<file path="config.mk">
export PLATFORM = sky130hd
export DESIGN_NAME = lzd_out_buf_flat
export DESIGN_NICKNAME = d
export VERILOG_FILES = /design/src/hdl/lzd_pkg.sv /design/src/hdl/lzd_if.sv /design/src/hdl/lzd_out_buf.sv /design/src/flat_wrapper.sv
export SDC_FILE = /design/constraint.sdc
export NUM_CORES = 1
export LEC_CHECK = 0
export ABC_AREA = 1
export BUFFER_PORTS_ARGS = -buffer_cell sky130_fd_sc_hd__buf_2
export CORE_ASPECT_RATIO = 1.4
export CORE_MARGIN = 2
export CORE_UTILIZATION = 40
export DETAILED_ROUTE_END_ITERATION = 8
export PLACE_DENSITY = 0.66
export SETUP_SLACK_MARGIN = 0.4
export SLEW_MARGIN = 10
export SYNTH_ARGS = -nofsm -noshare
export SYNTH_HDL_FRONTEND = slang
export SYNTH_SLANG_ARGS = --single-unit
</file>
<file path="constraint.sdc">
create_clock -name clk -period 1.9 [get_ports clk]
set_input_delay 0.285 -clock clk [delete_from_list [all_inputs] [get_ports clk]]
set_output_delay 0.285 -clock clk [all_outputs]
set_load 0.02 [all_outputs]
</file>
<file path="src/hdl/lzd_pkg.sv">
// Shared constants and types for the LZ77 bit-stream decoder.
`default_nettype none
package lzd_pkg;

  // Sizing of the stream format and history window (window depth is a power of two).
  localparam int WINDOW_DEPTH = 2048;
  localparam int OFFSET_WIDTH = 11;
  localparam int LENGTH_WIDTH = 5;
  localparam int BLOCK_BYTES  = 256;

  localparam int BYTE_W       = 8;
  localparam int COUNT_W      = 16;
  localparam int ADDR_W       = $clog2(WINDOW_DEPTH);
  localparam int MATCH_BITS   = 1 + OFFSET_WIDTH + LENGTH_WIDTH;
  localparam int LITERAL_BITS = 1 + BYTE_W;
  // Pending bits never exceed MATCH_BITS-1 before a byte is appended.
  localparam int ACC_W        = MATCH_BITS - 1 + BYTE_W;
  localparam int BITCNT_W     = $clog2(ACC_W + 1);
  localparam int POS_W        = $clog2(BLOCK_BYTES + 1);
  localparam int REM_W        = POS_W + 4;

  localparam logic [LENGTH_WIDTH-1:0] LENGTH_MAX = '1;
  localparam logic [COUNT_W-1:0]      COUNT_MAX  = '1;

  // One decoded token, valid in the cycle its last input byte is accepted.
  typedef struct packed {
    logic                    valid;
    logic                    is_lit;
    logic [BYTE_W-1:0]       lit;
    logic [OFFSET_WIDTH-1:0] offset;
    logic [LENGTH_WIDTH-1:0] len;
  } token_t;

  // One result word.
  typedef struct packed {
    logic [BYTE_W-1:0]  out_byte;
    logic               run_last;
    logic [COUNT_W-1:0] max_match_count;
  } out_word_t;

endpackage
`default_nettype wire

</file>
<file path="src/hdl/lzd_if.sv">
// Valid/ready channel interfaces for compressed input and decoded output words.
`default_nettype none


interface lzd_out_if;
  logic                       valid;
  logic                       ready;
  logic [lzd_pkg::BYTE_W-1:0]  out_byte;
  logic                       run_last;
  logic [lzd_pkg::COUNT_W-1:0] max_match_count;

  modport source (output valid, output out_byte, output run_last,
                  output max_match_count, input ready);
  modport sink   (input valid, input out_byte, input run_last,
                  input max_match_count, output ready);
endinterface
`default_nettype wire

</file>
<file path="src/hdl/lzd_out_buf.sv">
// Two-entry output buffer that decouples decoding from the output handshake.
`default_nettype none
module lzd_out_buf (
  input  wire logic               clk,
  input  wire logic               rst,
  input  wire logic               push,
  input  wire lzd_pkg::out_word_t push_word,
  output logic                    space,
  lzd_out_if.source               out_ch
);

  lzd_pkg::out_word_t entry [2];
  logic [1:0] count;
  logic       wr_sel, rd_sel;
  logic       pop;

  assign pop                    = out_ch.valid && out_ch.ready;
  assign space                  = (count != 2'd2);
  assign out_ch.valid           = (count != 2'd0);
  assign out_ch.out_byte        = entry[rd_sel].out_byte;
  assign out_ch.run_last        = entry[rd_sel].run_last;
  assign out_ch.max_match_count = entry[rd_sel].max_match_count;

  // Payload storage.
  always_ff @(posedge clk) begin
    if (push) begin
      entry[wr_sel] <= push_word;
    end
  end

  // Pointers and occupancy.
  always_ff @(posedge clk) begin
    if (rst) begin
      count  <= '0;
      wr_sel <= 1'b0;
      rd_sel <= 1'b0;
    end else begin
      if (push) begin
        wr_sel <= !wr_sel;
      end
      if (pop) begin
        rd_sel <= !rd_sel;
      end
      if (push && !pop) begin
        count <= count + 2'd1;
      end else if (pop && !push) begin
        count <= count - 2'd1;
      end
    end
  end

endmodule
`default_nettype wire

</file>
<file path="src/flat_wrapper.sv">
// flat-port wrapper written by rule: the top's interface ports become plain ports
module lzd_out_buf_flat 
  (clk, rst, push, push_word, space, out_ch_valid, out_ch_out_byte, out_ch_run_last, out_ch_max_match_count, out_ch_ready);
  lzd_out_if out_ch_i ();
  input  wire logic clk;
  input  wire logic rst;
  input  wire logic push;
  input  wire lzd_pkg::out_word_t push_word;
  output logic space;
  output wire logic [$bits(out_ch_i.valid)-1:0] out_ch_valid;
  output wire logic [$bits(out_ch_i.out_byte)-1:0] out_ch_out_byte;
  output wire logic [$bits(out_ch_i.run_last)-1:0] out_ch_run_last;
  output wire logic [$bits(out_ch_i.max_match_count)-1:0] out_ch_max_match_count;
  input wire logic [$bits(out_ch_i.ready)-1:0] out_ch_ready;
  assign out_ch_valid = out_ch_i.valid;
  assign out_ch_out_byte = out_ch_i.out_byte;
  assign out_ch_run_last = out_ch_i.run_last;
  assign out_ch_max_match_count = out_ch_i.max_match_count;
  assign out_ch_i.ready = out_ch_ready;
  lzd_out_buf u_core (.clk(clk), .rst(rst), .push(push), .push_word(push_word), .space(space), .out_ch(out_ch_i));
endmodule
</file>
Yosys cells after proc, flatten, opt, wreduce, memory -nomap -nowiden
Memories as Yosys holds them, arrays and structs flattened. A register that Yosys moved wholly into a read port is not among the register bits.
Index checks and enable logic that the tools add are counted.

storage, ports and cells
  register bits = 4
  RAM bits = 50
  input bits = 29
  output and inout port bits = 27
  logic and storage cells = 22
  memories = 1

cells by class
  add/sub/neg operators = 2
  eq/ne operators = 1
  multiplexer cells = 6
  reductions and logical operators = 9

memory list
  memory        depth  bits a word  read ports  clocked after Yosys merged registers in  wr ports  line               text
  u_core.entry  2      25           1           1                                        1         lzd_out_buf.sv:12  lzd_pkg::out_word_t entry [2];

operator list
  kind                 number
  $logic_not 1->1      4
  $mux 1               4
  $mux 2               2
  $reduce_bool 2->1    2
  $logic_and 1x1->1    3
  $add 2x1->2 const B  1
  $ne 2x2->1 const B   1
  $sub 2x1->2 const B  1

Longest topological paths before layout
Gate-level depths: netlist (run 1).

  depth after elaboration = 5
  mapped depth = 10
  gate-level depth less buffers = 10

Least setup slack after synthesis (run 1)
Ideal clock, no wire load.

  path type = register to register
  start = register u_core.wr_sel
  end = memory u_core.entry[0][0] in the netlist's numbering, enable pin
  library setup time = 0.407 ns
  data arrival time = 1.388 ns
  required time = 1.493 ns
  setup slack = 0.104 ns
  cell stages (with the launch flop) = 2
  path buffers = 0
  period minus slack after synthesis = 1.796 ns
  cell sequence = dfxtp_1 -> nor2_1

RTL lines
  what                    line               text
  from (decl)             lzd_out_buf.sv:14  logic wr_sel, rd_sel;
  from (signal assigned)  lzd_out_buf.sv:39  wr_sel <= !wr_sel;
  to (decl)               lzd_out_buf.sv:12

No word-level cell before the write port.

==> impl_results.md, run 1 <==
* Status: complete, no violations
* Cell row count at 31
* Switching part of the total at 0.2397
* Final TNS setup at 0 ps
* CTS root buf: clkbuf_8
* Max Cap Viol at 0
* Synth cell types at 15
* Hold WC Path Type: input pin to register
* Setup Skew at 6.852 ps
* Post-synth net total at 143
* GRT Util Overall at 0.1321
* Cell Pwr Density at 987.2 nW/um^2
* Routed vias at 1150
* Max Slew Vio Count at 0
* # port buffers at 55
* Comb power frac at 0.232
* Relative slew slack at 0.8449
* Slew at the pin closest to its max-slew limit at 230.2 ps
* Final Hold Fails at 0
* Router iterations before antenna repair at 4
* Num Clock Sinks at 55
* Maximum root-to-sink buffer count at 2
* Post-CTS setup buffer count at 0
* Unrepaired setup endpoints after global routing: yes
* Routability congestion estimate at 0.6843
* Post-route ant nets at 0
* TritonCTS clock tree: yes
* Initial antenna violation count at 0
* Yosys warns at 0
* Critical path required time at 1620 ps
* DP Cell Count at 237
* Die ar. at 5962 um^2
* Synth Instances at 113
* CTS clk-pin slew, worst paths at 90 ps
* Most frequent cells in the layout: edfxtp_1, buf_2, mux2_4, buf_6, nand2_1
* Die Y at 90.56 um
* Seq pwr share at 0.509
* Netlist Area Pre-Place at 2141 um^2
* Final HPWL DP at 2.678 mm
* Final Non-Filler Cells at 247
* Vias per std cell at 4.656
* Vias in the first global route at 1238
* Pin count of the biggest net entering global routing at 17
* H-tree depth at 2
* Commonest non-fill, non-tap cell in the layout: edfxtp_1
* Final setup violation count at 0
* CP Capture Type: output port
* P_sw at 0.0006765 W
* Global-route wire length before repair at 5.844 mm
* Initial Util at 0.4150
* Layout Nets at 210
* DRT Wirelength at 3.825 mm
* Tot Pwr at 0.002822 W
* Critical Path AT at 1330 ps
* Final worst path period share at 0.8484
* Clock power share at 0.260
* Yosys reg bits at 55
* Period minus WS final at 1612 ps
* Num CTS Buffers at 5
* Wire per inst at 15.49 um
* Share of cells above drive strength 1 at 0.5470
* Ant. Diodes at 0
* Drt first-iter violations at 34
* Core ar. at 5159 um^2
* Register area share after synthesis at 0.7481
* Maximum clock rate at 0.6204 GHz
* DR DRC count at 0
* Worst-Skew Late Latency at 300 ps
* Max VDD drop at 728.5 uV
* # IOs at 56
* Mapped Avg Cell Area at 18.95 um^2
* Area Overhead vs Synth at 33.55%
* Leak pwr at 1.163 nW
* Placed Area at 2495 um^2
* Crit path max fanout at 6
* Internal power at 0.002146 W
* CP Class: register to output port
* Setup crit start kind: register
* Post-Layout Inst Area at 2859 um^2
* Grt ovf at 0
* Die width at 65.83 um
-- per-layer routing --
| layer | global-route usage | up-vias | part of all wire |
|---|---|---|---|
| li1 | - | 546 | - |
| met1 | 0.1512 | 562 | 0.36 |
| met2 | 0.2340 | 37 | 0.58 |
| met3 | 0.03117 | 5 | 0.047 |
| met4 | 0.04688 | 0 | 0.014 |
| met5 | 0 | - | 0 |
-- synthesized netlist by cell type --
cell type	n	area share
inv_1	8	0.014
ha_1	1	0.0058
nor2_1	5	0.0088
nand3_1	2	0.0047
buf_6	1	0.0053
mux2_2	5	0.026
o21ai_0	1	0.0023
a21oi_1	2	0.0047
edfxtp_1	50	0.70
nor3_1	1	0.0023
nand2_1	9	0.016
nand4_1	1	0.0029
dfxtp_1	5	0.047
buf_12	2	0.019
mux2_4	20	0.14
-- metrics by stage --
| stage | utilization | setup WS (ps) | hold WS, ps |
|---|---|---|---|
| after floorplan | - | 508.2 | 364.3 |
| after global placement | 0.4836 | 546.5 | 474.1 |
| after detailed placement | 0.4836 | 488.7 | 474.8 |
| after CTS | 0.5098 | 273.1 | 159.5 |
| after global routing | 0.5542 | 250.5 | 156.2 |
| final | 0.5542 | 288.1 | 173.5 |
-- power groups by stage --
stage / Sequential (W) / Clock (W) / Combinational, W
2_1_floorplan: 0.00144 / 0 / 0.000371
3_3_place_gp: 0.00145 / 0 / 0.000482
3_5_place_dp: 0.00145 / 0 / 0.000503
4_1_cts: 0.00143 / 0.000749 / 0.000519
5_1_grt: 0.00144 / 0.000805 / 0.000693
6_report: 0.00144 / 0.000733 / 0.000653
-- cell families after synthesis --
| kind of cell | share of synthesized area |
|---|---|
| and+or+nand+nor | 0.03448 |
| buffers and inverters | 0.03799 |
| adders and majority gates | 0.005844 |
| muxes | 0.1666 |
| DFF | 0.7481 |
| AOI/OAI and AO/OA | 0.007011 |
-- worst max-delay path, stage by stage (launching register included) --
cell       delay [ps]
dfxtp_4           420
clkbuf_16         170
mux2_4            300
buf_6             130
-- registers in the layout, indices dropped and copies added, names as in the netlist, named ones only --
register / flops
u_core.rd_sel: 1
u_core.count: 2
u_core.entry: 50
u_core.wr_sel: 1
-- path summary, 6_finish.rpt --
kind	startpoint	end	slack [ps]	cells after the start
min reg2reg	u_core.count[0]	u_core.count[0]	530	2
min	push_word[13]	u_core.entry[0][13]	170	1
max reg2reg	u_core.count[1]	u_core.count[1]	510	9
max	register	out_ch_max_match_count[13]	290	3
-- cell type report --
cell class	count	area (um^2)
Clock buffer	7	76.32
Clock inverter	1	30.03
Timing Repair Buffer	63	551.8
Sequential cell	55	1607
Inverter	8	30.03
Tap cell	66	82.58
Multi-Input combinational cell	47	481.7
Fill cell	433	2300
-- timing repair --
action,4_1_cts,5_1_grt
endpoints found under the hold margin,0,0
hold buffers,0,0
gates resized for setup,8,58
gates cloned,0,2
endpoints found under the setup margin,25,27
(Power assumes the default switching activity.)
==> inputs of run 2 (changes only) <==
--- a/config.mk
+++ b/config.mk
@@ -11,7 +11,7 @@
 export CORE_MARGIN = 2
 export CORE_UTILIZATION = 40
 export DETAILED_ROUTE_END_ITERATION = 8
-export PLACE_DENSITY = 0.66
+export PLACE_DENSITY = 0.69
 export SETUP_SLACK_MARGIN = 0.4
 export SLEW_MARGIN = 10
 export SYNTH_ARGS = -nofsm -noshare
==> constraint.sdc (replaced) <==
create_clock -name clk -period 1.3 [get_ports clk]
set_input_delay 0.195 -clock clk [delete_from_list [all_inputs] [get_ports clk]]
set_output_delay 0.195 -clock clk [all_outputs]
set_load 0.02 [all_outputs]
==> run 2 against run 1 <==
The flow now finishes with violations (setup timing). Register-to-register slack got worse by 400 ps. Via count rose by 9.3%. Utilization rose by 7.9 points. Non-clock buffer count rose by 17. Clock skew fell by 3.6 ps. Critical endpoint is now out_ch_max_match_count[10].
==> impl_results.md, run 2 (synthesis results as in run 1) <==
* Max reg flops at 50 (unchanged)
* Maximum root-to-sink buffer count at 2 (unchanged)
* CP Class: register to output port (unchanged)
* Critical Path Max Stage Delay at 410 ps (was 420 ps)
* Max Slew Vio Count at 0 (unchanged)
* Grt ovf at 0 (unchanged)
* Pre-CTS WS at -2.647 ps (was 488.7 ps)
* Max Cap Viol at 0 (unchanged)
* FF-to-FF End: u_core.count[1] (unchanged)
* Top sig layer: met4 (unchanged)
* Die ar. at 5962 um^2 (unchanged)
* Unrepaired setup endpoints after global routing: yes (unchanged)
* # IOs at 56 (unchanged)
* Tot Pwr at 0.004426 W (was 0.002822 W)
* Met1 wire length at 1.438 mm (was 1.382 mm)
* Status: finished with violations (was complete, no violations)
* Fin worst setup slack at -215.6 ps (was 288.1 ps)
* CTS root buf: clkbuf_8 (unchanged)
* Period minus WS final at 1516 ps
* Maximum clock rate at 0.6598 GHz
* FF-to-FF path depth at 9 (unchanged)
* # port buffers at 55 (unchanged)
* Post-route ant nets at 0 (unchanged)
* Hold Crit Start: rst (was push_word[13])
* Wire per inst at 16.15 um (was 15.49 um)
* Setup Skew at 3.204 ps (was 6.852 ps)
* Commonest non-fill, non-tap cell in the layout: edfxtp_1 (unchanged)
* DR WL met2 at 2.505 mm (was 2.208 mm)
* Global-route wire length before repair at 6.120 mm (was 5.844 mm)
* Worst-Skew Late Latency at 300 ps (about the same)
* Slew at the pin closest to its max-slew limit at 188.1 ps (was 230.2 ps)
* Critical Path AT at 1320 ps (was 1330 ps)
* Crit path max fanout at 10 (was 6)
* Setup crit start kind: register (unchanged)
* Hold buffers post-CTS at 0 (unchanged)
* Die Y at 90.56 um (unchanged)
* CTS clk-pin slew, worst paths at 90 ps (about the same)
* DR DRC count at 0 (unchanged)
* Final HPWL DP at 2.466 mm (was 2.678 mm)
* H-tree depth at 2 (unchanged)
* R2r setup slk at 110 ps (was 510 ps)
* Slowest cell on crit path: dfxtp_4 (unchanged)
* Final TNS setup at -4892 ps (was 0 ps)
* Layout Nets at 227 (was 210)
* Reg with most FFs: u_core.entry (unchanged)
* GRT Util Overall at 0.1393 (was 0.1321)
* Vias in the first global route at 1359 (was 1238)
* TritonCTS clock tree: yes (unchanged)
* Worst Hold Path EP: u_core.wr_sel (was u_core.entry[0][13])
* Most frequent cells in the layout: edfxtp_1, buf_6, buf_2 (was edfxtp_1, buf_2, mux2_4, buf_6, nand2_1)
* Layout filler cell count at 379 (was 433)
* Pin count of the biggest net entering global routing at 18 (was 17)
* Worst Hold Depth at 2 (was 1)
* Final Non-Filler Cells at 264 (was 247)
* Failing checks: setup timing
* Leak pwr at 1.327 nW (was 1.163 nW)
* Initial Util at 0.4150 (unchanged)
* Hold WC Path Type: input pin to register (unchanged)
* DP Cell Count at 235 (was 237)
* Max VDD drop at 872.1 uV (was 728.5 uV)
* Num Clock Sinks at 55 (unchanged)
* Num CTS Buffers at 5 (unchanged)
* Cell row count at 31 (unchanged)
* Cell Pwr Density at 1355 nW/um^2 (was 987.2 nW/um^2)
* Area Overhead vs Synth at 52.54% (was 33.55%)
* Final worst path period share at 1.166
* Critical path required time at 1110 ps (was 1620 ps)
* Routed vias at 1257 (was 1150)
* CP Capture Type: output port (unchanged)
* Worst r2r src: u_core.count[1] (unchanged)
* Relative slew slack at 0.8745 (was 0.8449)
* Vias per std cell at 4.761 (was 4.656)
* Share of cells above drive strength 1 at 0.6919 (was 0.5470)
* Flip-flop and latch area at 1612 um^2 (was 1607 um^2)
* Core ar. at 5159 um^2 (unchanged)
* Fin util at 0.6330 (was 0.5542)
* Worst-path cell chain: buf_12 -> mux2_4 -> buf_2 (was clkbuf_16 -> mux2_4 -> buf_6)
* Ant. Diodes at 0 (unchanged)
* Biggest regs: u_core.entry (50), u_core.count (2) (unchanged)
* Area used by multi-input combinational logic at 568.0 um^2 (was 481.7 um^2)
* Final setup violation count at 25 (was 0)
* Routed wl met3 at 205 um (was 180 um)
* Initial antenna violation count at 0 (unchanged)
* DRT Wirelength at 4.264 mm (was 3.825 mm)
* Drt first-iter violations at 10 (was 34)
* Router iterations before antenna repair at 3 (was 4)
* Final Hold Fails at 0 (unchanged)
* Die width at 65.83 um (unchanged)
* Routability congestion estimate at 0.7053 (was 0.6843)
-- run 2: cell types whose count changed in the layout (fill, tap and decap cells not counted), sizes merged --
cell,previous run,this run
clkinv,0,2
inv,8,7
clkbuf,9,8
clkinvlp,0,1
buf,61,77
-- run 2: area by class of cell --
| type | count | area share |
|---|---|---|
| multi-input combinational | 47 | 0.1739 |
| clock inverter | 3 | 0.01341 |
| inverter | 8 | 0.01111 |
| timing repair buffer | 80 | 0.2617 |
| clock buffer | 5 | 0.02107 |
| sequential | 55 | 0.4935 |
| tap | 66 | 0.02529 |
-- run 2: critical path: cells and delay by family (launching register included) --
kind	cells	cell delay (ps)
buf+inv	2	310
flops	1	410
mux	1	300
-- run 2: repair_timing --
action	4_1_cts	5_1_grt
buffers inserted	10	4
gates resized for setup	34	49
pin swaps	8	7
gates cloned	4	3
endpoints found under the setup margin	73	82
-- run 2: power by group --
| group | switching, W | internal (W) | leakage (nW) | total (W) |
|---|---|---|---|---|
| registers | 0.0000566 | 0.00205 | 0.513 | 0.00211 |
| clock network | 0.000523 | 0.000573 | 0.0581 | 0.00110 |
| logic | 0.000536 | 0.000688 | 0.757 | 0.00122 |
| total | 0.00112 | 0.00331 | 1.33 | 0.00443 |
-- run 2: worst max path at each step --
stage	from	end	slack (ps)	depth (start not counted)
2_1_floorplan	u_core.count[1]	u_core.count[1]	130	8
5_1_grt	register	out_ch_max_match_count[10]	-260	3
6_report	register	out_ch_max_match_count[10]	-220	3
3_5_place_dp	u_core.count[1]	u_core.count[1]	-3	9
3_3_place_gp	register	out_ch_out_byte[6]	110	3
4_1_cts	register	out_ch_out_byte[7]	-230	3
-- run 2: per-stage QoR --
step | area (um^2) | hold slack [ps]
5_1_grt | 3266 | 55.93
3_3_place_gp | 2572 | 373.1
6_report | 3266 | 64.84
3_5_place_dp | 2572 | 381.9
4_1_cts | 2989 | 50.64
2_1_floorplan | 2186 | 266.8
-- run 2: layer usage --
layer | vias to the layer above | global-route usage
li1 | 587 | -
met1 | 610 | 0.1352
met2 | 46 | 0.2551
met3 | 14 | 0.04239
met4 | 0 | 0.06944
met5 | - | 0
