### src/hdl/lzd_pkg.sv
// Shared constants and types for the LZ77 bit-stream decoder.
`default_nettype none
package lzd_pkg;

  // Sizing of the stream format and history window (window depth is a power of two).
  localparam int WINDOW_DEPTH = 2048;
  localparam int OFFSET_WIDTH = 11;
  localparam int LENGTH_WIDTH = 5;
  localparam int BLOCK_BYTES  = 256;

  localparam int BYTE_W       = 8;
  localparam int COUNT_W      = 16;
  localparam int ADDR_W       = $clog2(WINDOW_DEPTH);
  localparam int MATCH_BITS   = 1 + OFFSET_WIDTH + LENGTH_WIDTH;
  localparam int LITERAL_BITS = 1 + BYTE_W;
  // Pending bits never exceed MATCH_BITS-1 before a byte is appended.
  localparam int ACC_W        = MATCH_BITS - 1 + BYTE_W;
  localparam int BITCNT_W     = $clog2(ACC_W + 1);
  localparam int POS_W        = $clog2(BLOCK_BYTES + 1);
  localparam int REM_W        = POS_W + 4;

  localparam logic [LENGTH_WIDTH-1:0] LENGTH_MAX = '1;
  localparam logic [COUNT_W-1:0]      COUNT_MAX  = '1;

  // One decoded token, valid in the cycle its last input byte is accepted.
  typedef struct packed {
    logic                    valid;
    logic                    is_lit;
    logic [BYTE_W-1:0]       lit;
    logic [OFFSET_WIDTH-1:0] offset;
    logic [LENGTH_WIDTH-1:0] len;
  } token_t;

  // One result word.
  typedef struct packed {
    logic [BYTE_W-1:0]  out_byte;
    logic               run_last;
    logic [COUNT_W-1:0] max_match_count;
  } out_word_t;

endpackage
`default_nettype wire

### src/hdl/lzd_unpack.sv
// Bit accumulator, block tail skipping and token extraction.
`default_nettype none
module lzd_unpack (
  input  wire logic                       clk,
  input  wire logic                       rst,
  input  wire logic                       accept,
  input  wire logic [lzd_pkg::BYTE_W-1:0] in_byte,
  output lzd_pkg::token_t                 token
);

  logic [lzd_pkg::ACC_W-1:0]    acc, acc_next;
  logic [lzd_pkg::BITCNT_W-1:0] bit_cnt, bit_cnt_next;
  logic [lzd_pkg::POS_W-1:0]    pos, pos_next;

  logic [lzd_pkg::ACC_W-1:0]    acc_base, acc_app, flag_sh, lit_sh, match_sh;
  logic [lzd_pkg::BITCNT_W-1:0] cnt_base, cnt_app, need;
  logic [lzd_pkg::POS_W-1:0]    pos_base;
  logic [lzd_pkg::REM_W-1:0]    remain;
  logic                         skip, flag, complete;

  // Block boundary handling, byte append and field extraction.
  always_comb begin
    acc_base = acc;
    cnt_base = bit_cnt;
    pos_base = pos;
    skip     = 1'b0;
    remain   = ((lzd_pkg::REM_W'(lzd_pkg::BLOCK_BYTES) - lzd_pkg::REM_W'(pos)) << 3)
               + lzd_pkg::REM_W'(bit_cnt);
    if (pos >= lzd_pkg::POS_W'(lzd_pkg::BLOCK_BYTES)) begin
      acc_base = '0;
      cnt_base = '0;
      pos_base = '0;
    end else if (remain < lzd_pkg::REM_W'(lzd_pkg::MATCH_BITS)) begin
      skip = 1'b1;
    end

    acc_app  = {acc_base[lzd_pkg::ACC_W-lzd_pkg::BYTE_W-1:0], in_byte};
    cnt_app  = cnt_base + lzd_pkg::BITCNT_W'(lzd_pkg::BYTE_W);
    flag_sh  = acc_app >> (cnt_app - lzd_pkg::BITCNT_W'(1));
    flag     = flag_sh[0];
    need     = flag ? lzd_pkg::BITCNT_W'(lzd_pkg::LITERAL_BITS)
                    : lzd_pkg::BITCNT_W'(lzd_pkg::MATCH_BITS);
    lit_sh   = acc_app >> (cnt_app - lzd_pkg::BITCNT_W'(lzd_pkg::LITERAL_BITS));
    match_sh = acc_app >> (cnt_app - lzd_pkg::BITCNT_W'(lzd_pkg::MATCH_BITS));
    complete = !skip && (cnt_app >= need);

    token.valid  = accept && complete;
    token.is_lit = flag;
    token.lit    = lit_sh[lzd_pkg::BYTE_W-1:0];
    token.len    = match_sh[lzd_pkg::LENGTH_WIDTH-1:0];
    token.offset = match_sh[lzd_pkg::LENGTH_WIDTH +: lzd_pkg::OFFSET_WIDTH];

    acc_next     = acc;
    bit_cnt_next = bit_cnt;
    pos_next     = pos;
    if (accept) begin
      if (skip) begin
        acc_next     = '0;
        bit_cnt_next = '0;
        pos_next     = pos + lzd_pkg::POS_W'(1);
      end else begin
        acc_next     = acc_app;
        bit_cnt_next = complete ? cnt_app - need : cnt_app;
        pos_next     = pos_base + lzd_pkg::POS_W'(1);
      end
    end
  end

  always_ff @(posedge clk) begin
    if (rst) begin
      acc     <= '0;
      bit_cnt <= '0;
      pos     <= '0;
    end else begin
      acc     <= acc_next;
      bit_cnt <= bit_cnt_next;
      pos     <= pos_next;
    end
  end

endmodule
`default_nettype wire

### config.mk
export PLATFORM = sky130hd
export DESIGN_NAME = lzd_unpack
export DESIGN_NICKNAME = d
export VERILOG_FILES = /design/src/hdl/lzd_pkg.sv /design/src/hdl/lzd_unpack.sv
export SDC_FILE = /design/constraint.sdc
export NUM_CORES = 1
export LEC_CHECK = 0
export BUFFER_PORTS_ARGS = -buffer_cell sky130_fd_sc_hd__clkbuf_2
export CORE_ASPECT_RATIO = 0.8
export CORE_UTILIZATION = 31
export CTS_BUF_LIST = sky130_fd_sc_hd__clkbuf_16
export DETAILED_ROUTE_END_ITERATION = 8
export PLACE_DENSITY = 0.54
export SLEW_MARGIN = 10
export SYNTH_ARGS = -nofsm -noshare
export SYNTH_HDL_FRONTEND = slang
export SYNTH_SLANG_ARGS = --single-unit
### constraint.sdc
create_clock -name clk -period 10.92 [get_ports clk]
set_input_delay 1.638 -clock clk [delete_from_list [all_inputs] [get_ports clk]]
set_output_delay 1.638 -clock clk [all_outputs]
set_load 0.1 [all_outputs]
-- Word-level counts from Yosys, hierarchy flattened
Cells that the tools add are included.
- register bits after elaboration: 30
- input port bits: 11
- $add $sub $neg: 9
- $lt $le $gt $ge: 3
- shift-type cells: 3
- multiplexer cells: 10
- reductions and logical operators: 3
- operator list (operator ; count):
    two-way mux 16 bit ; 2
    >> shifter 24 x 5 -> 1 bit ; 1
    >> shifter 24 x 5 -> 16 bit ; 1
    >> shifter 24 x 5 -> 8 bit ; 1
    two-way mux 5 bit ; 4
    adder 9 x 1 -> 9 bit (second input constant) ; 2
    two-way mux 9 bit ; 2
    adder 13 x 5 -> 13 bit ; 1
    less-than comparator 13 x 5 -> 1 bit (second input constant) ; 1
    subtractor 9 x 9 -> 10 bit (first input constant) ; 1
    greater-or-equal comparator 9 bit (second input constant) ; 1
    adder 5 x 4 -> 5 bit (second input constant) ; 1
    greater-or-equal comparator 5 bit ; 1
    subtractor 5 x 1 -> 5 bit (second input constant) ; 1
    subtractor 5 x 4 -> 5 bit (second input constant) ; 1
    subtractor 5 bit ; 1
    subtractor 5 bit (second input constant) ; 1
    logical AND 1 bit ; 2
    two-way mux 1 bit ; 2
    logical NOT 1 bit ; 1

-- Logic depth before layout (Yosys ltp)
Gate-level depths: netlist of the first run.
- word-level depth: 10
- mapped depth: 26
- gate-level depth less buffers: 24

-- Worst setup path after synthesis of the first run
Ideal clock, no wire load.
- path kind: register to output
- start point: reg pos[0] in the netlist's numbering
- end point: out token[21] in the netlist's numbering
- arrival: 6431 ps
- data required time: 9282 ps
- setup slack: 2851 ps
- cell stages (with the launch flop): 22
- path buffers: 6
- cell sequence: dfxtp_1 inv_1 ha_1 or4b_4 nor3_1 ha_1 nor4_1 a21o_1 clkbuf_1 clkbuf_1 nand2_1 ha_1 clkbuf_1 buf_2 clkbuf_1 clkbuf_1 nand3_1 a21oi_1 a21oi_1 nor2_1 a21oi_1 o21ai_0
- RTL lines (element ; RTL line ; text):
    start, declared ; lzd_unpack.sv:13 ; logic [lzd_pkg::POS_W-1:0] pos, pos_next;
    start signal, assigned ; lzd_unpack.sv:77 ; pos <= pos_next;
    end, declared ; lzd_unpack.sv:8 ; output lzd_pkg::token_t token

==> impl_metrics.toml, run 1 <==
[critical_path]
cp_data_required_time_ns = 9.28
reg2regPathDepth = 24
cp.arrival_ns = 6.90
critical_path_peak_fanout = 34
crit_path_end_kind = "output port"
worstSetupStartpointType = "flip-flop"
path_class = "reg -> out"

[place]
post-place-cells = 625
dp_hpwl_mm = 7.53
numPortBuffers = 36
gp_congestion = 0.907
dp_slack_ns = 2.72

[cts]
insertion_delay_ns = 0.28
clkSlewWorstSetupHoldPaths_ns = 0.05
ctsResizeCount = 0
hold_buffers = 0
cts_num_sinks = 30
cts_setup_buffers = 0
numCtsBuffers = 5
cts_root_buffer = "clkbuf_16"
cts.path.max_buffers = 2
htree_levels = 2
cts_tree = "built"

[synth]
syn-cell-area_um2 = 3440
synth_edf_count = 0
syn_nets = 505
synth_area_per_cell_um2 = 7.10
ys_ff_latch = 30
netlist_top_cells_count = "74 x nand2_1, 62 x nor2_1, 44 x a21oi_1"
syn_inst = 484
yosysUniqueCellTypes = 64
synth-async-reset-ratio_pct = 0
yosys_warnings = 0
synth_flop_cell = "dfxtp_1"
synth_top_area_share_pct = 17.5
seq_area_frac_synth_pct = 17.5
yosysTopAreaCell = "dfxtp_1"
yosys-top-cells-area = "dfxtp_1 17%, mux2i_1 8.4%, nand2_1 8.1%"
yosysMostFrequentCell = "nand2_1"

[sta]
worstMarginPinSlew_ns = 0.914
slew_violations = 0
setup_tns_ns = 0
whs_ns = 0.551
slew-limit-headroom_pct = 38.9
finalHoldViolCount = 0
min_period_ns = 8.54
rsz0062_at_grt = "no"
finalSetupViolations = 0
skew_ns = 0.00744
post-route-period-util_pct = 78.2
max_freq_mhz = 117
setup_ws_ns = 2.38

[cells_and_area]
nets = 513
stdcell_count = 633
area.growth.synth_to_final_pct = 10.7
nFillCells = 1115
num_antenna_cells = 0
drive_gt1_share_pct = 16.4

[routing]
drt-initial-drc-count = 417
wl_per_cell_um = 16.1
via_count = 3515
routed_wl_mm = 10.2
viasPerCell = 5.55
drtAntennaViolNets = 0
drc_errors = 0
drtPass1Iterations = 5

[global_route]
grt_pass1_wl_mm = 16.9
antenna_found_initial = 0
grt.total_usage_pct = 18.6
grt_max_degree = 35
grt_overflow_total = 0
grt_pass1_vias = 3199

[floorplanning]
dieHeight_um = 96.2
ios = 37
rows = 33
die_area_um2 = 11500
die_w_um = 120
start_util_pct = 32.6
coreArea_um2 = 10500

[worst_hold_path]
hp-class = "reg -> reg"
hold_depth = 2

[flow_run]
max-cap-violations = 0

[status]
status = "finished clean"
==> metal layers <==
metal | share of wire, % | vias to the layer above | track usage [%]
met4 | 1.1 | 0 | 4.90
li1 | - | 1741 | -
met5 | 0 | - | 0
met2 | 47 | 81 | 30.4
met3 | 4.6 | 10 | 3.61
met1 | 48 | 1683 | 25.0
==> cell type report <==
cell class | count | area, µm² | share of cell area (%)
Clock buffer | 5 | 125 | 3.29
Clock inverter | 3 | 12.5 | 0.329
Inverter | 11 | 41.3 | 1.09
Multi-Input combinational cell | 404 | 2640 | 69.4
Sequential cell | 30 | 601 | 15.8
Tap cell | 140 | 175 | 4.61
Timing Repair Buffer | 40 | 210 | 5.53
==> registers in the layout, indices dropped and copies added (netlist names) <==
name,cells
acc,16
pos,9
bit_cnt,5
==> placed cells by master, fill, tap and decap left out, types with 3 or more instances in the layout <==
cell and n:
nand2_1 74, nor2_1 62, a21oi_1 43, clkbuf_2 36
dfxtp_1 30, mux2i_1 29, o21ai_0 25, nand3_1 22
nor3_1 12, mux2_2 12, inv_1 11, xnor2_1 9
and3_1 9, ha_1 9, a22oi_1 8, mux4_2 6
a31oi_1 6, nor3b_1 5, xor2_1 5, clkbuf_16 5
and2_1 4, nor2b_1 4, o22ai_1 4, a211oi_1 4
buf_4 4, nand2b_1 3, nand3b_1 3, o21a_1 3
==> logic make-up after synthesis <==
| kind of cell | after synthesis | synth area share, % |
|---|---|---|
| simple gates | 211 | 29.1 |
| compound gates | 121 | 23.6 |
| buf+inv | 50 | 5.83 |
| mux | 47 | 16.3 |
| flops | 30 | 17.5 |
| xor+xnor | 14 | 3.57 |
| fa+ha+maj | 11 | 4.15 |
==> final timing paths <==
check | startpoint | endpoint | slack, ns
max | pos[0]$_SDFFE_PP0P_ | token[25] | 2.38
min | acc[0]$_SDFFE_PP0P_ | acc[0]$_SDFFE_PP0P_ | 0.55
max reg2reg | pos[0]$_SDFFE_PP0P_ | bit_cnt[0]$_SDFFE_PP0P_ | 4.46
min reg2reg | acc[0]$_SDFFE_PP0P_ | acc[0]$_SDFFE_PP0P_ | 0.55
==> stage by stage <==
stage	instance area, µm²	utilization [%]
floorplan	3440	-
global placement	3670	34.8
detailed placement	3670	34.8
CTS	3800	36.1
global route	3800	36.1
finish	3800	36.1
==> critical path, cell delays in order, from the launching register on <==
cell and delay, ns:
dfxtp_1 0.43, inv_1 0.11, ha_1 0.27, or4b_4 0.26, nor3_1 0.06, ha_1 0.23
nor4_1 0.33, a21o_1 0.68, nand2_1 0.17, ha_1 0.35, buf_4 0.38, mux2_2 0.40
mux2_2 0.30, nor3b_1 0.15, mux2i_1 0.25, nor2_1 0.06, a21oi_1 0.34, inv_1 0.15
ha_1 0.32, o21a_1 0.20, nor3b_1 0.35, a31oi_4 0.06, nand3_4 0.16, and2_1 0.14
clkbuf_2 0.45
Power of run 1 is left out: the tool's default activity adds up to more than one toggle a clock period on the data nets, which glitch-free logic cannot reach.
==> inputs of run 2 (changes only) <==
--- a/config.mk
+++ b/config.mk
@@ -10,7 +10,7 @@
 export CORE_UTILIZATION = 31
 export CTS_BUF_LIST = sky130_fd_sc_hd__clkbuf_16
 export DETAILED_ROUTE_END_ITERATION = 8
-export PLACE_DENSITY = 0.54
+export PLACE_DENSITY = 0.55
 export SLEW_MARGIN = 10
 export SYNTH_ARGS = -nofsm -noshare
 export SYNTH_HDL_FRONTEND = slang
==> constraint.sdc (replaced) <==
create_clock -name clk -period 7.7 [get_ports clk]
set_input_delay 1.155 -clock clk [delete_from_list [all_inputs] [get_ports clk]]
set_output_delay 1.155 -clock clk [all_outputs]
set_load 0.1 [all_outputs]
==> run 2 against run 1 <==
Net effect:
- first-iteration DRC count is 29% lower
- clock skew hardly changed
- critical endpoint unchanged
- highest routed layer unchanged
- largest cell class unchanged
- via count is 0.20% higher
==> impl_metrics.toml, run 2 (synthesis gave the netlist of run 1 again) <==
[cells_and_area]
nets = 517
finalCoreUtilization_pct = 36.7
stdcell_count = 637
layout_commonest_cell = "nand2_1"
regMostFlops = "acc"
area.growth.synth_to_final_pct = 12.5
ff_latch_area_um2 = 601
largest_reg_flops = 16
reg_top3 = "acc x16, pos x9, bit_cnt x5"
drive_gt1_share_pct = 17.9
num_antenna_cells = 0
final_cell_mix = "74 x nand2_1, 62 x nor2_1, 42 x a21oi_1"
nFillCells = 1120
multi_input_area_um2 = 2650

[critical_path]
crit_path_end_kind = "output port"
cp.arrival_ns = 5.97
worst-path-buf-inv = 3
crit_start = "pos[0]$_SDFFE_PP0P_"
crit_family = "simple AND/OR/NAND/NOR gates"
worstPathCellList = "inv_1 > ha_1 > or4b_4 > nor3_1 > ha_1 > nor4_2 > a21oi_2 > nor2_2 > ha_2 > mux2_2 > mux2_2 > nor3b_1 > mux2i_1 > nor2_1 > a21oi_2 > inv_1 > ha_1 > o21a_1 > nor3b_1 > a31oi_4 > nand3_4 > and2_1 > buf_12"
path_class = "reg -> out"
worstSetupStartpointType = "flip-flop"
cp_data_required_time_ns = 6.55
r2r_start = "pos[0]$_SDFFE_PP0P_"
cp_slowest_cell = "ha_2"
slowest_delay_ns = 0.59
critical_path_peak_fanout = 16
path_common_cell = "ha_1"

[cts]
cts_num_sinks = 30
numCtsBuffers = 5
insertion_delay_ns = 0.28
cts_root_buffer = "clkbuf_16"
clkSlewWorstSetupHoldPaths_ns = 0.06
cts_tree = "built"
hold_buffers = 0
cts.path.max_buffers = 2
htree_levels = 2

[routing]
routed_wl_mm = 10.2
drtPass1Iterations = 4
drc_errors = 0
drt-initial-drc-count = 295
via_count = 3522
drtAntennaViolNets = 0
viasPerCell = 5.53
wl_per_cell_um = 16.0

[floorplanning]
die_w_um = 120
dieHeight_um = 96.2
coreArea_um2 = 10500
ios = 37
die_area_um2 = 11500
start_util_pct = 32.6
rows = 33

[sta]
min_period_ns = 7.12
max_freq_mhz = 140
slew_violations = 0
worstMarginPinSlew_ns = 0.678
whs_ns = 0.555
finalHoldViolCount = 0
skew_ns = 0.00720
rsz0062_at_grt = "no"
post-route-period-util_pct = 92.5
slew-limit-headroom_pct = 54.8
finalSetupViolations = 0
setup_tns_ns = 0

[global_route]
grt_max_degree = 33
grt_overflow_total = 0
grt.total_usage_pct = 18.2
grt_pass1_wl_mm = 16.4
antenna_found_initial = 0
grt_pass1_vias = 3223

[place]
numPortBuffers = 36
gp_congestion = 0.860
post-place-cells = 629
dp_hpwl_mm = 7.52

[worst_hold_path]
worstHoldStart = "acc[9]$_SDFFE_PP0P_"
hp-class = "reg -> reg"

[flow_run]
max-cap-violations = 0

[status]
status = "finished clean"
run 2: final timing paths:
path,slack (ns),endpoint,cells past startpoint
min reg2reg,0.55,acc[9]$_SDFFE_PP0P_,2
max,0.58,token[25],23
max reg2reg,1.96,bit_cnt[4]$_SDFFE_PP0P_,23
min,0.55,acc[9]$_SDFFE_PP0P_,2
run 2: worst register-to-register path, delay by kind of cell, from the launching register on:
kind,cells,cell delay (ns)
AO/OA/AOI/OAI,6,0.95
AND/OR/NAND/NOR,8,1.68
buffers and inverters,2,0.23
flip-flops,1,0.36
multiplexers,3,0.97
adder cells (fa/ha/maj),4,1.42
run 2: timing repair:
item	CTS	global route
gates resized for setup	0	4
buffers inserted	0	0
setup endpoints to repair	0	1
run 2: final cells by class:
type                       count  area share, %
inverter                      11           1.07
sequential                    30           15.5
clock inverter                 3          0.421
timing repair buffer          44           6.60
multi-input combinational    404           68.6
tap                          140           4.53
clock buffer                   5           3.24
run 2: metal layers:
layer  track usage [%]  wire [µm]  vias up
met2              29.8       4740       92
met1              23.3       4730     1655
met3              3.91        439       19
li1                  -          -     1756
met4              7.29        248        0
met5                 0          0        -
run 2: through the flow:
step	area (µm²)	setup WS, ns
4_1_cts	3850	0.295
3_5_place_dp	3710	0.620
3_3_place_gp	3710	0.792
2_1_floorplan	3440	0.114
5_1_grt	3860	0.0964
6_report	3860	0.579
Power of run 2 is left out for the same reason.
==> inputs of run 3 (changes only) <==
--- a/config.mk
+++ b/config.mk
@@ -6,11 +6,13 @@
 export NUM_CORES = 1
 export LEC_CHECK = 0
 export BUFFER_PORTS_ARGS = -buffer_cell sky130_fd_sc_hd__clkbuf_2
+export CELL_PAD_IN_SITES_DETAIL_PLACEMENT = 0
+export CELL_PAD_IN_SITES_GLOBAL_PLACEMENT = 2
 export CORE_ASPECT_RATIO = 0.8
 export CORE_UTILIZATION = 31
 export CTS_BUF_LIST = sky130_fd_sc_hd__clkbuf_16
 export DETAILED_ROUTE_END_ITERATION = 8
-export PLACE_DENSITY = 0.55
+export PLACE_DENSITY = 0.84
 export SLEW_MARGIN = 10
 export SYNTH_ARGS = -nofsm -noshare
 export SYNTH_HDL_FRONTEND = slang
==> run 3 against run 2 <==
Net effect:
- sequential share of layout area hardly changed
- cell count is 0.16% higher
- flip-flop and latch count is the same
- non-clock buffer count rose by 1
- largest cell class unchanged
==> impl_metrics.toml, run 3 (synthesis gave the netlist of run 1 again) <==
[floorplanning]
start_util_pct = 32.6
coreArea_um2 = 10500
die_area_um2 = 11500
dieHeight_um = 96.2
rows = 33
die_w_um = 120
ios = 37

[cells_and_area]
regMostFlops = "acc"
finalCoreUtilization_pct = 36.8
num_antenna_cells = 0
drive_gt1_share_pct = 17.9
multi_input_area_um2 = 2650
final_cell_mix = "74 x nand2_1, 62 x nor2_1, 42 x a21oi_1"
reg_top3 = "acc x16, pos x9, bit_cnt x5"
nets = 518
nFillCells = 1119
ff_latch_area_um2 = 601
largest_reg_flops = 16
area.growth.synth_to_final_pct = 12.7
layout_commonest_cell = "nand2_1"

[sta]
slew_violations = 0
worstMarginPinSlew_ns = 0.696
post-route-period-util_pct = 93.8
rsz0062_at_grt = "no"
min_period_ns = 7.22
max_freq_mhz = 138
finalHoldViolCount = 0
slew-limit-headroom_pct = 53.5
skew_ns = 0.00317
finalSetupViolations = 0
setup_tns_ns = 0

[routing]
drtPass1Iterations = 5
via_count = 3478
drc_errors = 0
routed_wl_mm = 10.2
drtAntennaViolNets = 0
viasPerCell = 5.45
wl_per_cell_um = 15.9
drt-initial-drc-count = 248

[flow_run]
max-cap-violations = 0

[global_route]
antenna_found_initial = 0
grt_pass1_wl_mm = 17.0
grt_overflow_total = 0
grt.total_usage_pct = 18.6
globalRouteMet3Util_pct = 3.20
grt_max_degree = 33
grt_pass1_vias = 3232
grt-busiest-layer = "met2"
use_met2_pct = 30.8
use_met1_pct = 25.8

[status]
status = "finished clean"

[worst_hold_path]
hp-class = "reg -> reg"
worstHoldStart = "acc[3]$_SDFFE_PP0P_"

[cts]
cts_setup_buffers = 0
clkSlewWorstSetupHoldPaths_ns = 0.05
insertion_delay_ns = 0.28
cts_num_sinks = 30
numCtsBuffers = 5
cts.path.max_buffers = 2
ctsResizeCount = 0
htree_levels = 2
hold_buffers = 0
cts_tree = "built"
cts_root_buffer = "clkbuf_16"

[critical_path]
cp_data_required_time_ns = 6.55
cp.arrival_ns = 6.07
crit_path_end_kind = "output port"
ff2ff_setup_slack_ns = 1.86
path_class = "reg -> out"
r2r_start = "pos[0]$_SDFFE_PP0P_"
worstSetupStartpointType = "flip-flop"
crit_start = "pos[0]$_SDFFE_PP0P_"
critical_path_peak_fanout = 19

[place]
numPortBuffers = 36
dp_hpwl_mm = 7.77
gp_congestion = 0.818
==> run 3: changes by cell type in the layout (fill, tap and decap cells not counted), sizes merged <==
cell	change
buf	+1
==> run 3: final timing paths <==
kind | end | cells past startpoint
hold reg to reg | acc[3]$_SDFFE_PP0P_ | 2
setup / recovery | token[25] | 23
hold / removal | acc[3]$_SDFFE_PP0P_ | 2
setup reg to reg | bit_cnt[4]$_SDFFE_PP0P_ | 23
==> run 3: area by class of cell <==
class,instances,share of cell area (%)
multi-input cells,404,68.5
flip-flops and latches,30,15.5
repair buffers,45,6.79
well taps,140,4.52
clock buffers,5,3.23
inverters,11,1.07
clock inverters,3,0.420
==> run 3: stage by stage <==
stage / std cells / cell area (µm²) / hold slack, ns / setup slack [ns]
floorplan: 484 / 3440 / 0.473 / 0.114
global placement: 630 / 3720 / 0.540 / 0.732
detailed placement: 630 / 3720 / 0.528 / 0.472
CTS: 638 / 3860 / 0.537 / 0.171
global route: 638 / 3870 / 0.582 / 0.0648
finish: 638 / 3870 / 0.539 / 0.477
==> run 3: layer usage <==
| layer | up-vias | wire (µm) |
|---|---|---|
| met5 | - | 0 |
| met4 | 0 | 45 |
| met3 | 5 | 456 |
| met2 | 62 | 4780 |
| met1 | 1654 | 4870 |
| li1 | 1757 | - |
==> run 3: critical path, stage by stage, from the launching register on <==
cell	delay (ns)
dfxtp_1	0.37
inv_1	0.12
ha_1	0.27
or4b_4	0.54
nor3_1	0.19
ha_1	0.24
nor4_1	0.09
a21oi_2	0.23
nor2_4	0.10
ha_2	0.59
mux2_2	0.39
mux2_2	0.31
nor3b_1	0.15
mux2i_1	0.25
nor2_1	0.09
a21oi_2	0.24
inv_1	0.13
ha_1	0.31
o21a_1	0.20
nor3b_1	0.37
a31oi_4	0.06
nand3_4	0.15
and2_1	0.19
buf_12	0.18
Power of run 3 is left out for the same reason.
